===== src/design/rffp_pkg.sv =====
// ============================================================================
// rffp_pkg
// Shared types, layout constants and codes of the RTU frame field parser.
// ============================================================================
`default_nettype none

package rffp_pkg;

    // Layout parameters of the frame.
    localparam int DEVICE_ID_BYTES = 12;
    localparam int ANALOG_CHANNELS = 16;

    // Byte positions within a frame (position 0 is the header).
    localparam logic [6:0] POS_SERIAL    = 7'd1;
    localparam logic [6:0] POS_TARGET_LO = 7'd3;
    localparam logic [6:0] POS_INDEX_LO  = 7'd7;
    localparam logic [6:0] POS_DEV       = 7'd15;
    localparam logic [6:0] POS_LEN_HI    = 7'(15 + DEVICE_ID_BYTES);
    localparam logic [6:0] POS_LEN_LO    = 7'(16 + DEVICE_ID_BYTES);
    localparam logic [6:0] POS_DATA0     = 7'(17 + DEVICE_ID_BYTES);

    // Offsets within the data section.
    localparam logic [6:0] Q_SWITCH     = 7'd5;
    localparam logic [6:0] Q_PAD2       = 7'd8;
    localparam logic [6:0] Q_ANALOG     = 7'd10;
    localparam logic [6:0] Q_END        = 7'(10 + 2 * ANALOG_CHANNELS);
    localparam logic [6:0] Q_CKS_REPORT = 7'(11 + 2 * ANALOG_CHANNELS);
    localparam logic [6:0] Q_CKS_REG    = 7'd7;

    // Field identifiers; all but ID_FINAL are kept one bit wider and truncated on use.
    localparam logic [6:0] ID_SERIAL      = 7'd0;
    localparam logic [6:0] ID_TARGET      = 7'd1;
    localparam logic [6:0] ID_DEV_BASE    = 7'd4;
    localparam logic [6:0] ID_LENGTH      = 7'(4 + DEVICE_ID_BYTES);
    localparam logic [6:0] ID_DATA_BASE   = 7'(5 + DEVICE_ID_BYTES);
    localparam logic [6:0] ID_ANALOG_BASE = 7'(8 + DEVICE_ID_BYTES);
    localparam logic [5:0] ID_FINAL       = 6'd47;

    localparam logic [15:0] LEN_REGISTER = 16'd7;
    localparam logic [15:0] LEN_REPORT   = 16'd43;

    localparam logic [7:0] END_MARKER_RESET = 8'h0A;

    // Request queue between the front and back parts.
    localparam int QPTR_W      = 2;
    localparam int QUEUE_DEPTH = 1 << QPTR_W;

    typedef enum logic [2:0] {
        ST_OK          = 3'd0,
        ST_UNKNOWN_LEN = 3'd1,
        ST_BAD_END     = 3'd2,
        ST_CKS_BAD     = 3'd3,
        ST_TRUNC       = 3'd4
    } t_status;

    typedef enum logic [2:0] {
        OP_CLEAR,
        OP_RESTART,
        OP_SKIP,
        OP_LATCH,
        OP_BYTE,
        OP_WORD,
        OP_CHECK,
        OP_TAIL
    } t_op;

    typedef struct packed {
        logic [7:0] data_byte;
        logic       frame_start;
    } t_in_item;

    typedef struct packed {
        logic [5:0]  field_id;
        logic [15:0] field_value;
        logic        frame_kind;
        logic [2:0]  status;
        logic        last;
    } t_out_item;

    // One classified byte, handed from the front to the back.
    typedef struct packed {
        t_op        op;
        logic [5:0] field_id;
        logic [7:0] data_byte;
        logic       kind;
        t_status    status;
        logic       last;
    } t_qentry;

endpackage

`default_nettype wire


===== src/design/rffp_front.sv =====
// ============================================================================
// rffp_front
// Tracks the frame position and classifies each byte of an open frame into a back-end request.
// ============================================================================
`default_nettype none

module rffp_front (
    input  wire                i_clk,
    input  wire                i_rst_n,
    input  wire                i_cfg_we,
    input  wire  [7:0]         i_cfg_data,
    input  wire                i_accept,
    input  rffp_pkg::t_in_item i_item,
    output logic               o_push,
    output rffp_pkg::t_qentry  o_entry
);
    import rffp_pkg::*;

    logic [7:0] r_end_marker;
    logic       r_active;
    logic [6:0] r_pos;
    logic       r_kind;
    logic [7:0] r_len_hi;

    logic       n_active;
    logic [6:0] n_pos;
    logic       n_kind;
    logic [7:0] n_len_hi;

    logic [6:0]  w_q;
    logic [6:0]  w_r;
    logic [6:0]  w_cks;
    logic [7:0]  w_b;
    logic [15:0] w_length;

    assign w_b      = i_item.data_byte;
    assign w_q      = r_pos - POS_DATA0;
    assign w_r      = w_q - Q_ANALOG;
    assign w_cks    = r_kind ? Q_CKS_REPORT : Q_CKS_REG;
    assign w_length = {r_len_hi, w_b};

    always_comb begin
        n_active = r_active;
        n_pos    = r_pos;
        n_kind   = r_kind;
        n_len_hi = r_len_hi;
        o_push   = 1'b0;
        o_entry  = '{op: OP_SKIP, field_id: 6'd0, data_byte: w_b, kind: 1'b0,
                     status: ST_OK, last: 1'b0};

        if (i_accept && i_item.frame_start) begin
            o_push        = 1'b1;
            o_entry.op    = r_active ? OP_RESTART : OP_CLEAR;
            o_entry.kind  = r_kind;
            n_active      = 1'b1;
            n_pos         = 7'd1;
            n_kind        = 1'b0;
            n_len_hi      = 8'd0;
        end else if (i_accept && r_active) begin
            o_push = 1'b1;
            n_pos  = r_pos + 7'd1;
            if (r_pos < POS_DATA0) begin
                if (r_pos == POS_SERIAL) begin
                    o_entry.op       = OP_BYTE;
                    o_entry.field_id = ID_SERIAL[5:0];
                end else if (r_pos inside {7'd2, 7'd4, 7'd6}) begin
                    o_entry.op = OP_LATCH;
                end else if (r_pos inside {[POS_TARGET_LO:POS_INDEX_LO]}) begin
                    o_entry.op       = OP_WORD;
                    o_entry.field_id = 6'(ID_TARGET + ((r_pos - POS_TARGET_LO) >> 1));
                end else if (r_pos >= POS_DEV && r_pos < POS_LEN_HI) begin
                    o_entry.op       = OP_BYTE;
                    o_entry.field_id = 6'(ID_DEV_BASE + (r_pos - POS_DEV));
                end else if (r_pos == POS_LEN_HI) begin
                    o_entry.op = OP_LATCH;
                    n_len_hi   = w_b;
                end else if (r_pos == POS_LEN_LO) begin
                    o_entry.op       = OP_WORD;
                    o_entry.field_id = ID_LENGTH[5:0];
                    if (w_length == LEN_REGISTER) begin
                        n_kind = 1'b0;
                    end else if (w_length == LEN_REPORT) begin
                        n_kind = 1'b1;
                    end else begin
                        n_kind         = 1'b0;
                        n_active       = 1'b0;
                        o_entry.status = ST_UNKNOWN_LEN;
                        o_entry.last   = 1'b1;
                    end
                    o_entry.kind = n_kind;
                end
            end else begin
                o_entry.kind = r_kind;
                if (w_q == w_cks) begin
                    o_entry.op = OP_CHECK;
                end else if (w_q > w_cks) begin
                    o_entry.op = OP_TAIL;
                    n_active   = 1'b0;
                end else if (!r_kind) begin
                    o_entry.op       = OP_BYTE;
                    o_entry.field_id = 6'(ID_DATA_BASE + w_q);
                end else if (w_q < Q_SWITCH) begin
                    o_entry.op = OP_SKIP;
                end else if (w_q < Q_PAD2) begin
                    o_entry.op       = OP_BYTE;
                    o_entry.field_id = 6'(ID_DATA_BASE + (w_q - Q_SWITCH));
                end else if (w_q < Q_ANALOG) begin
                    o_entry.op = OP_SKIP;
                end else if (w_q < Q_END) begin
                    if (!w_r[0]) begin
                        o_entry.op = OP_LATCH;
                    end else begin
                        o_entry.op       = OP_WORD;
                        o_entry.field_id = 6'(ID_ANALOG_BASE + (w_r >> 1));
                    end
                end else if (w_b != r_end_marker) begin
                    // Wrong end marker: report it and drop the rest of the frame.
                    o_entry.op       = OP_BYTE;
                    o_entry.field_id = ID_FINAL;
                    o_entry.status   = ST_BAD_END;
                    o_entry.last     = 1'b1;
                    n_active         = 1'b0;
                end
            end
        end
    end

    always_ff @(posedge i_clk) begin
        if (!i_rst_n) begin
            r_end_marker <= END_MARKER_RESET;
            r_active     <= 1'b0;
            r_pos        <= 7'd0;
            r_kind       <= 1'b0;
            r_len_hi     <= 8'd0;
        end else begin
            if (i_cfg_we) begin
                r_end_marker <= i_cfg_data;
            end
            r_active <= n_active;
            r_pos    <= n_pos;
            r_kind   <= n_kind;
            r_len_hi <= n_len_hi;
        end
    end

endmodule

`default_nettype wire


===== src/design/rffp_queue.sv =====
// ============================================================================
// rffp_queue
// Short first-in first-out queue of classified requests.
// ============================================================================
`default_nettype none

module rffp_queue (
    input  wire               i_clk,
    input  wire               i_rst_n,
    input  wire               i_push,
    input  rffp_pkg::t_qentry i_entry,
    input  wire               i_pop,
    output logic              o_full,
    output logic              o_empty,
    output rffp_pkg::t_qentry o_head
);
    import rffp_pkg::*;

    t_qentry           r_mem [QUEUE_DEPTH];
    logic [QPTR_W-1:0] r_wr_ptr;
    logic [QPTR_W-1:0] r_rd_ptr;
    logic [QPTR_W:0]   r_count;

    assign o_full  = (r_count == (QPTR_W + 1)'(QUEUE_DEPTH));
    assign o_empty = (r_count == '0);
    assign o_head  = r_mem[r_rd_ptr];

    always_ff @(posedge i_clk) begin
        if (i_push) begin
            r_mem[r_wr_ptr] <= i_entry;
        end
    end

    always_ff @(posedge i_clk) begin
        if (!i_rst_n) begin
            r_wr_ptr <= '0;
            r_rd_ptr <= '0;
            r_count  <= '0;
        end else begin
            if (i_push) begin
                r_wr_ptr <= r_wr_ptr + 1'b1;
            end
            if (i_pop) begin
                r_rd_ptr <= r_rd_ptr + 1'b1;
            end
            case ({i_push, i_pop})
                2'b10:   r_count <= r_count + 1'b1;
                2'b01:   r_count <= r_count - 1'b1;
                default: r_count <= r_count;
            endcase
        end
    end

endmodule

`default_nettype wire


===== src/design/rffp_back.sv =====
// ============================================================================
// rffp_back
// Carries out queued requests: checksum, word assembly and result register.
// ============================================================================
`default_nettype none

module rffp_back (
    input  wire                 i_clk,
    input  wire                 i_rst_n,
    input  wire                 i_has_entry,
    input  rffp_pkg::t_qentry   i_entry,
    output logic                o_pop,
    output logic                o_out_valid,
    input  wire                 i_out_ready,
    output rffp_pkg::t_out_item o_out_data
);
    import rffp_pkg::*;

    logic [7:0] r_sum;
    logic [7:0] r_hi;
    t_status    r_pend;
    logic       r_out_valid;
    t_out_item  r_out_data;

    logic w_emits;
    logic w_out_free;
    logic [7:0] w_b;

    assign w_b        = i_entry.data_byte;
    assign w_emits    = (i_entry.op inside {OP_RESTART, OP_BYTE, OP_WORD, OP_TAIL});
    assign w_out_free = !r_out_valid || i_out_ready;
    // Requests that produce no result never wait on the output side.
    assign o_pop      = i_has_entry && (!w_emits || w_out_free);

    assign o_out_valid = r_out_valid;
    assign o_out_data  = r_out_data;

    always_ff @(posedge i_clk) begin
        if (!i_rst_n) begin
            r_sum       <= 8'd0;
            r_hi        <= 8'd0;
            r_pend      <= ST_OK;
            r_out_valid <= 1'b0;
        end else begin
            if (i_out_ready) begin
                r_out_valid <= 1'b0;
            end
            if (o_pop) begin
                if (w_emits) begin
                    r_out_valid <= 1'b1;
                end
                case (i_entry.op)
                    OP_CLEAR: begin
                        r_sum  <= 8'd0;
                        r_hi   <= 8'd0;
                        r_pend <= ST_OK;
                    end
                    OP_RESTART: begin
                        r_out_data <= '{field_id: ID_FINAL, field_value: 16'd0,
                                        frame_kind: i_entry.kind, status: ST_TRUNC,
                                        last: 1'b1};
                        r_sum  <= 8'd0;
                        r_hi   <= 8'd0;
                        r_pend <= ST_OK;
                    end
                    OP_SKIP: begin
                        r_sum <= r_sum + w_b;
                    end
                    OP_LATCH: begin
                        r_sum <= r_sum + w_b;
                        r_hi  <= w_b;
                    end
                    OP_BYTE: begin
                        r_sum      <= r_sum + w_b;
                        r_out_data <= '{field_id: i_entry.field_id,
                                        field_value: {8'd0, w_b},
                                        frame_kind: i_entry.kind,
                                        status: i_entry.status,
                                        last: i_entry.last};
                    end
                    OP_WORD: begin
                        r_sum      <= r_sum + w_b;
                        r_out_data <= '{field_id: i_entry.field_id,
                                        field_value: {r_hi, w_b},
                                        frame_kind: i_entry.kind,
                                        status: i_entry.status,
                                        last: i_entry.last};
                    end
                    OP_CHECK: begin
                        r_hi   <= w_b;
                        r_pend <= (r_sum == w_b) ? ST_OK : ST_CKS_BAD;
                    end
                    OP_TAIL: begin
                        r_out_data <= '{field_id: ID_FINAL, field_value: {8'd0, r_hi},
                                        frame_kind: i_entry.kind, status: r_pend,
                                        last: 1'b1};
                    end
                    default: begin
                        r_sum <= r_sum;
                    end
                endcase
            end
        end
    end

endmodule

`default_nettype wire


===== src/design/rtu_frame_field_parser_unit.sv =====
// ============================================================================
// rtu_frame_field_parser_unit
// Byte-serial decoder of an RTU telemetry frame with one result per field.
// ============================================================================
//
// Channel   Direction  Handshake                   Payload
// -------   ---------  --------------------------  ---------------------------
// input     in         i_in_valid / o_in_ready     i_in_data  (byte, start)
// output    out        o_out_valid / i_out_ready   o_out_data (id, value, ...)
// config    in         i_cfg_we (no wait)          i_cfg_data (end marker)
//
// The block takes one byte request per cycle while the queue is not full. The
// front stage classifies the byte in the cycle it is accepted and writes it
// into a four-entry queue; the back stage retires one queued request per cycle
// unless the output stalls it, and each result passes from the queue into the
// output register. The sustained rate of one byte per cycle is set by the
// position step in the front and the checksum add in the back. A stalled
// output only holds requests that produce a result; the queue absorbs up to
// four bytes before the input stalls. Synchronous reset returns the parser to
// idle and the end marker to its default value.
//
`default_nettype none

module rtu_frame_field_parser_unit (
    input  wire                 i_clk,
    input  wire                 i_rst_n,
    input  wire                 i_cfg_we,
    input  wire  [7:0]          i_cfg_data,
    input  wire                 i_in_valid,
    output logic                o_in_ready,
    input  rffp_pkg::t_in_item  i_in_data,
    output logic                o_out_valid,
    input  wire                 i_out_ready,
    output rffp_pkg::t_out_item o_out_data
);
    import rffp_pkg::*;

    logic    w_push;
    logic    w_pop;
    logic    w_full;
    logic    w_empty;
    logic    w_accept;
    t_qentry w_push_entry;
    t_qentry w_head;

    // The front never stalls on its own; only a full queue holds off a request.
    assign o_in_ready = !w_full;
    assign w_accept   = i_in_valid && o_in_ready;

    rffp_front u_front (
        .i_clk      (i_clk),
        .i_rst_n    (i_rst_n),
        .i_cfg_we   (i_cfg_we),
        .i_cfg_data (i_cfg_data),
        .i_accept   (w_accept),
        .i_item     (i_in_data),
        .o_push     (w_push),
        .o_entry    (w_push_entry)
    );

    rffp_queue u_queue (
        .i_clk   (i_clk),
        .i_rst_n (i_rst_n),
        .i_push  (w_push),
        .i_entry (w_push_entry),
        .i_pop   (w_pop),
        .o_full  (w_full),
        .o_empty (w_empty),
        .o_head  (w_head)
    );

    rffp_back u_back (
        .i_clk       (i_clk),
        .i_rst_n     (i_rst_n),
        .i_has_entry (!w_empty),
        .i_entry     (w_head),
        .o_pop       (w_pop),
        .o_out_valid (o_out_valid),
        .i_out_ready (i_out_ready),
        .o_out_data  (o_out_data)
    );

    // The queue can never look full and empty at once.
    a_queue_sane: assert property (@(posedge i_clk) disable iff (!i_rst_n)
        !(w_full && w_empty))
        else $error("request queue reports full and empty together");

    // A pushed request is visible in the queue on the next cycle.
    a_push_lands: assert property (@(posedge i_clk) disable iff (!i_rst_n)
        w_push |=> !w_empty)
        else $error("pushed request did not reach the queue");

    // Any error or final status closes the frame.
    a_status_last: assert property (@(posedge i_clk) disable iff (!i_rst_n)
        (o_out_valid && (o_out_data.status != ST_OK)) |-> o_out_data.last)
        else $error("non-zero status on a result that is not last");

    // Only the final result or an unknown length ends a frame.
    a_last_id: assert property (@(posedge i_clk) disable iff (!i_rst_n)
        (o_out_valid && o_out_data.last) |->
            ((o_out_data.field_id == ID_FINAL) ||
             (o_out_data.status == ST_UNKNOWN_LEN)))
        else $error("last result with unexpected field id");

endmodule

`default_nettype wire

===== config.mk =====
export PLATFORM = sky130hd
export DESIGN_NAME = rtu_frame_field_parser_unit
export DESIGN_NICKNAME = d
export VERILOG_FILES = /design/src/design/rffp_pkg.sv /design/src/design/rffp_front.sv /design/src/design/rffp_queue.sv /design/src/design/rffp_back.sv /design/src/design/rtu_frame_field_parser_unit.sv
export SDC_FILE = /design/constraint.sdc
export NUM_CORES = 1
export LEC_CHECK = 0
export ABC_AREA = 1
export BUFFER_PORTS_ARGS = -buffer_cell sky130_fd_sc_hd__buf_2
export CAP_MARGIN = 15
export CORE_MARGIN = 3
export CORE_UTILIZATION = 29
export DETAILED_ROUTE_END_ITERATION = 8
export HOLD_SLACK_MARGIN = 0.12
export PLACE_DENSITY = 0.47
export SYNTH_ARGS = -nofsm -noshare
export SYNTH_HDL_FRONTEND = slang
export SYNTH_SLANG_ARGS = --single-unit

===== constraint.sdc =====
create_clock -name i_clk -period 4 [get_ports i_clk]
set_input_delay 1.2 -clock i_clk [delete_from_list [all_inputs] [get_ports i_clk]]
set_output_delay 1.2 -clock i_clk [all_outputs]
set_load 0.01 [all_outputs]

**Word level (Yosys, flattened, before mapping)**

Memories as Yosys holds them, arrays and structs flattened. A register that Yosys moved wholly into a read port is not among the register bits.
Index checks and enable logic that the tools add are counted.

- Register bits: 79
- RAM bits: 88
- Input bits: 22
- Output and inout port bits: 29
- Logic and storage cells: 214
- Memories kept: 1

- Add/subtract/negate cells: 16
- Order comparisons: 10
- Equality and inequality tests: 34
- Multiplexer cells: 95
- Bitwise operators: 6
- Reduce and logical (&&, ||, !) cells: 34

Memory list:

| name | words | width | rd ports | clocked after Yosys merged registers in | write ports | RTL line | text |
|---|---|---|---|---|---|---|---|
| u_queue.r_mem | 4 | 22 | 1 | 1 | 1 | rffp_queue.sv:19 | `t_qentry r_mem [QUEUE_DEPTH];` |

Operators with widths:

| cell | number |
|---|---|
| $mux W9 | 19 |
| $pmux W27 S4 | 1 |
| $mux W6 | 9 |
| $mux W5 | 8 |
| $mux W4 | 9 |
| $mux W1 | 32 |
| $pmux W8 S2 | 2 |
| $mux W3 | 9 |
| $ne A3 B2 Y1 const B | 8 |
| $add A5 B6 Y6 const A | 3 |
| $eq A16 B3 Y1 const B | 1 |
| $eq A16 B6 Y1 const B | 1 |
| $ne A4 B1 Y1 const B | 4 |
| $reduce_and A16 Y1 | 1 |
| $eq A3 B3 Y1 const B | 5 |
| $eq A7 B3 Y1 const B | 2 |
| $eq A7 B5 Y1 const B | 2 |
| $lt A7 B4 Y1 const B | 2 |
| $lt A7 B5 Y1 const B | 2 |
| $pmux W3 S2 | 2 |
| $reduce_bool A4 Y1 | 3 |
| $reduce_bool A2 Y1 | 5 |
| $add A8 B8 Y8 | 1 |
| $eq A8 B8 Y1 | 1 |
| 39 further kinds | 63 |

**Logic depth before layout (Yosys ltp)**

- Depth after elaboration: 23
- Mapped depth: 19
- Gate-level depth less buffers: 18

**Cells and area by module**

Synthesis repeated with hierarchy kept, for this count alone.

- Cells, all modules: 961
- Area, all modules: 8627.0 µm²

Modules (own cells, without submodules):

| module | times used | cells an instance | area an instance (µm²) | seq. area each (µm²) |
|---|---|---|---|---|
| rffp_queue | 1 | 270 | 3734.8 | 2822.7 |
| rffp_front | 1 | 446 | 2718.9 | 500.5 |
| rffp_back | 1 | 241 | 2155.8 | 1171.1 |
| rtu_frame_field_parser_unit | 1 | 4 | 17.5 | 0.0 |

**Least setup slack after synthesis**

OpenSTA, ideal clock, no wires.

- Kind: input to register
- From: in i_rst_n
- To: reg u_back.r_out_data, in the netlist u_back.o_out_data[0], enable pin
- Library setup time: 0.411 ns
- Arrival: 2.722 ns
- Data required time: 3.589 ns
- Setup slack: 0.868 ns
- Stages on the path: 3
- Path buffers: 1
- Cell sequence: clkbuf_1 -> nand3_1 -> nor2_1

- Word-level cells in the longest chain between the ends: 1

RTL lines:

| what | RTL line | text |
|---|---|---|
| start, declared | rtu_frame_field_parser_unit.sv:26 | `input wire i_rst_n,` |
| $reduce_and A3 Y1 (no line) | - |  |
| end signal, assigned | rffp_back.sv:59 | `r_out_data <= '{field_id: ID_FINAL, field_value: 16'd0,` |
| end signal, assigned | rffp_back.sv:75 | `r_out_data <= '{field_id: i_entry.field_id,` |
| end signal, assigned | rffp_back.sv:83 | `r_out_data <= '{field_id: i_entry.field_id,` |
| end, declared | rffp_back.sv:23 | `t_out_item r_out_data;` |

No other way between the ends.
A chain may end at the register's enable or synchronous reset.

==> results.txt <==
By area the synthesized netlist is led by sky130_fd_sc_hd__edfxtp_1 (40%), sky130_fd_sc_hd__dfxtp_1 (13%), sky130_fd_sc_hd__nand2_1 (9.1%), sky130_fd_sc_hd__nor2_1 (4.8%), sky130_fd_sc_hd__ha_1 (4.2%). For the met2 layer usage reported by global route, the log shows 21.7%. Routability-driven placement finished with a final weighted congestion of 0.865. Yosys printed 0 warnings. The run gives 0 as the post-CTS setup-driven buffer insertion count. The number of filler cells placed in the layout is 2935.

The sort of element at the end of the critical path is a register. The core region is 28000 um2. STA puts the critical path data arrival time at 3540 ps. 51 I/O pins were placed.

After clock tree synthesis, the flow added hold-fix buffers numbering 0. The run gives 5.90 mW as the total power. The count of nets left with antenna violations once routing finished came out at 0.

Fraction of the cycle the final worst path needs: 84.8%. In the final layout, the share of cells above drive strength 1 is 16.5%. TritonCTS built the clock tree.

In the layout the commonest cells are sky130_fd_sc_hd__nand2_1 (202), sky130_fd_sc_hd__edfxtp_1 (111), sky130_fd_sc_hd__nor2_1 (100). The tree built by TritonCTS fans out to 163 sinks. Power spread over the standard cell area amounts to 614 nW/um2. During placement, the flow inserted port buffers numbering 50. The min-delay analysis places its worst path in the category register to register. The tools report the startpoint class of the critical path as a register. The highest-utilization routing layer at the global route stage was met2. The number of antenna diodes in the final layout is 0. The later pin in the worst-skew pair is clocked with a latency of 430 ps. The final setup violation count was 0. The synthesized netlist contains 49 unique library cells. The worst endpoint required time is 4150 ps, and the met3 routing resource usage after global routing is 2.28%. The post-synthesis net count came out at 971. The total routing resource utilization after global routing is 13.6%, and the post-detailed-route wirelength per cell is 14.7 um.

Length in cells of the worst reg-to-reg path: 14. The critical path is of the register to register type. After detailed routing, the number of vias per cell comes to 4.57. The most common library cell in the layout ignoring fill and taps was sky130_fd_sc_hd__nand2_1.

Once the clock tree was built, the resizer swapped 0 gates to a different size. The total length of routed wires is 20.1 mm. Counting instances, the worst hold path has a depth of 2. The tools report the number of remaining DRC errors as 0. The clock edge transition at the registers on the reported setup and hold paths was 70 ps; the part of the Yosys area used for sequential elements was 52.7%. The area used by multi-input combinational logic was 3450 um2; the area growth from synthesis to layout was 15.7%. At the end of the flow the core is filled with cells to 34.3%. The tools report the count of max-cap constraint violations as 0. Leading register cell type out of synthesis: sky130_fd_sc_hd__edfxtp_1. For the final database, setup skew stands at 12.7 ps.

Global routing finished with a remaining overflow of 0. Buffers inserted during clock tree synthesis total 17. The synthesized design contains 111 enable-type register cells. The post-synthesis cell type with the largest combined area was sky130_fd_sc_hd__edfxtp_1. In this run the worst path has a maximum fanout of 11. Slew of the pin with the lowest slew margin: 695 ps. The post-synthesis instance area came out at 8290 um2. The routed via count was 6248; the area of the die was 30700 um2.

Summed over all cells, the static leakage comes to 3.82 nW. The number of violations reported at the end of detailed-routing iteration 0 was 303. The setup TNS after final layout was 0 ps. For the total count of hold-check failures in the final report, the log shows 0.

The logs give 0 for the number of antenna violations at the first check in global routing and 0.230 mV for the maximum resistive drop on vdd. The tree is rooted in a sky130_fd_sc_hd__clkbuf_16. For the initial standard-cell utilization of the core, the log shows 29.6%. Summed over its instances, the top area cell type makes up 40.2% of the synthesized netlist area. The first global-routing pass estimated 32.9 mm of wire. The die is 175 um tall. Each instance of the synthesized netlist takes up on average 9.03 um2. The proportion of register bits with asynchronous set or reset after synthesis was 0%. Measured along the x axis, the die boundary spans 175 um. Row generation in the floorplan step produced 61 rows. The run finished with clean final reports. The final net count came out at 1028.

The longest clock path from root to sink contains 2 buffers. The number of global-route vias before repair is 6091. The synthesized design contains 163 register bits. The logs give 4370 um2 for the sequential cell area and 919 for the synthesized netlist cell count.

The worst path needs 3390 ps of the cycle, external delays included. The first TritonRoute pass finished after 6 iterations. For the peak clock frequency supported by timing, the log shows 295 MHz.

Entering global routing, the biggest net connects 28 pins. The logs give 19.0% for the met1 usage in global routing and 4 for the total number of H-tree levels. Setup repair after global routing left no endpoint under its margin. The max-slew violation total from the final report came out at 0.

The half-perimeter wire length after placement was 14.3 mm. Measured against its own limit, the worst slew margin works out to 53.7%.
-- flip-flops by register name (all words and copies together), names as in the netlist, 2 cells and up, named ones only --
signal / count
u_queue.r_mem: 84
u_front.r_pos: 7
u_queue.r_count: 3
u_queue.r_wr_ptr: 2
u_front.r_end_marker: 8
u_queue.r_rd_ptr: 2
u_back.r_hi: 8
u_front.r_len_hi: 8
u_back.r_sum: 8
u_back.o_out_data: 27
-- kinds of logic after synthesis --
group                      synth area share, %
DFF                                       52.7
and+or+nand+nor                           22.5
adders and majority gates                 4.71
AOI/OAI and AO/OA                         12.0
buffers and inverters                     5.78
xor gates and xnor gates                  2.22
-- through the flow --
stage	cell area, um2	std cells	hold slack (ps)	setup WS [ps]
floorplan	8290	919	433	868
CTS	9590	1367	470	598
global route	9590	1367	493	132
detailed placement	9020	1335	457	613
global placement	9020	1335	449	778
finish	9590	1367	469	609
-- layout make-up --
| class | count | share of cell area, % |
|---|---|---|
| Tap cell | 378 | 4.93 |
| Clock inverter | 13 | 1.41 |
| Sequential cell | 163 | 45.6 |
| Timing Repair Buffer | 66 | 3.86 |
| Inverter | 92 | 3.60 |
| Clock buffer | 19 | 4.62 |
| Multi-Input combinational cell | 636 | 36.0 |
-- critical path, stage by stage, from the launching register on --
cell                      delay, ps
sky130_fd_sc_hd__dfxtp_1        580
sky130_fd_sc_hd__inv_2          200
sky130_fd_sc_hd__ha_1           300
sky130_fd_sc_hd__xnor2_1        390
sky130_fd_sc_hd__inv_1          180
sky130_fd_sc_hd__ha_1           220
sky130_fd_sc_hd__a21oi_1        290
sky130_fd_sc_hd__inv_1           70
sky130_fd_sc_hd__nand2_1         70
sky130_fd_sc_hd__nand2_1         60
sky130_fd_sc_hd__ha_1           290
sky130_fd_sc_hd__nor2_1         110
sky130_fd_sc_hd__nor2_1          50
sky130_fd_sc_hd__o21ai_0        170
sky130_fd_sc_hd__a21oi_1        130
-- worst paths after layout --
path	slack, ps	from	to
worst max-delay path	610	u_front.r_pos[0]	u_queue.r_mem[2][16]
worst min-delay path	470	u_back.r_sum[3]	u_back.r_sum[3]
worst max register to register	610	u_front.r_pos[0]	u_queue.r_mem[2][16]
worst min register to register	470	u_back.r_sum[3]	u_back.r_sum[3]
-- power breakdown --
group	internal (mW)	switching, mW
Clock	0.895	0.716
Sequential	2.09	0.0964
Combinational	0.683	1.42
Total	3.67	2.23
-- synth_stat cells (2+ instances only) --
master	count
sky130_fd_sc_hd__a211oi_1	11
sky130_fd_sc_hd__a21oi_1	51
sky130_fd_sc_hd__a221o_1	2
sky130_fd_sc_hd__a31oi_1	4
sky130_fd_sc_hd__a32o_1	6
sky130_fd_sc_hd__buf_1	2
sky130_fd_sc_hd__buf_2	5
sky130_fd_sc_hd__buf_4	2
sky130_fd_sc_hd__buf_6	2
sky130_fd_sc_hd__clkbuf_1	17
sky130_fd_sc_hd__clkinv_1	2
sky130_fd_sc_hd__dfxtp_1	52
sky130_fd_sc_hd__edfxtp_1	111
sky130_fd_sc_hd__fa_1	2
sky130_fd_sc_hd__ha_1	28
sky130_fd_sc_hd__inv_1	81
sky130_fd_sc_hd__inv_2	9
sky130_fd_sc_hd__nand2_1	202
sky130_fd_sc_hd__nand2_2	10
sky130_fd_sc_hd__nand2_4	6
sky130_fd_sc_hd__nand3_1	48
sky130_fd_sc_hd__nand3_2	4
sky130_fd_sc_hd__nand4_1	9
sky130_fd_sc_hd__nor2_1	105
sky130_fd_sc_hd__nor2_2	13
sky130_fd_sc_hd__nor3_1	12
sky130_fd_sc_hd__nor4_1	4
sky130_fd_sc_hd__o211ai_1	4
sky130_fd_sc_hd__o21ai_0	54
sky130_fd_sc_hd__o21ai_1	4
sky130_fd_sc_hd__o21ai_2	9
sky130_fd_sc_hd__o22ai_1	10
sky130_fd_sc_hd__or2_2	3
sky130_fd_sc_hd__xnor2_1	3
sky130_fd_sc_hd__xor2_1	18
-- layer usage --
layer  up-vias  share of wire [%]  wire [um]
met3        15                4.3        864
met5         -                  0          0
li1       3229                  -          -
met4         0                1.1        212
met2       107                 44       8950
met1      2897                 50      10100
(Power assumes the default switching activity.)
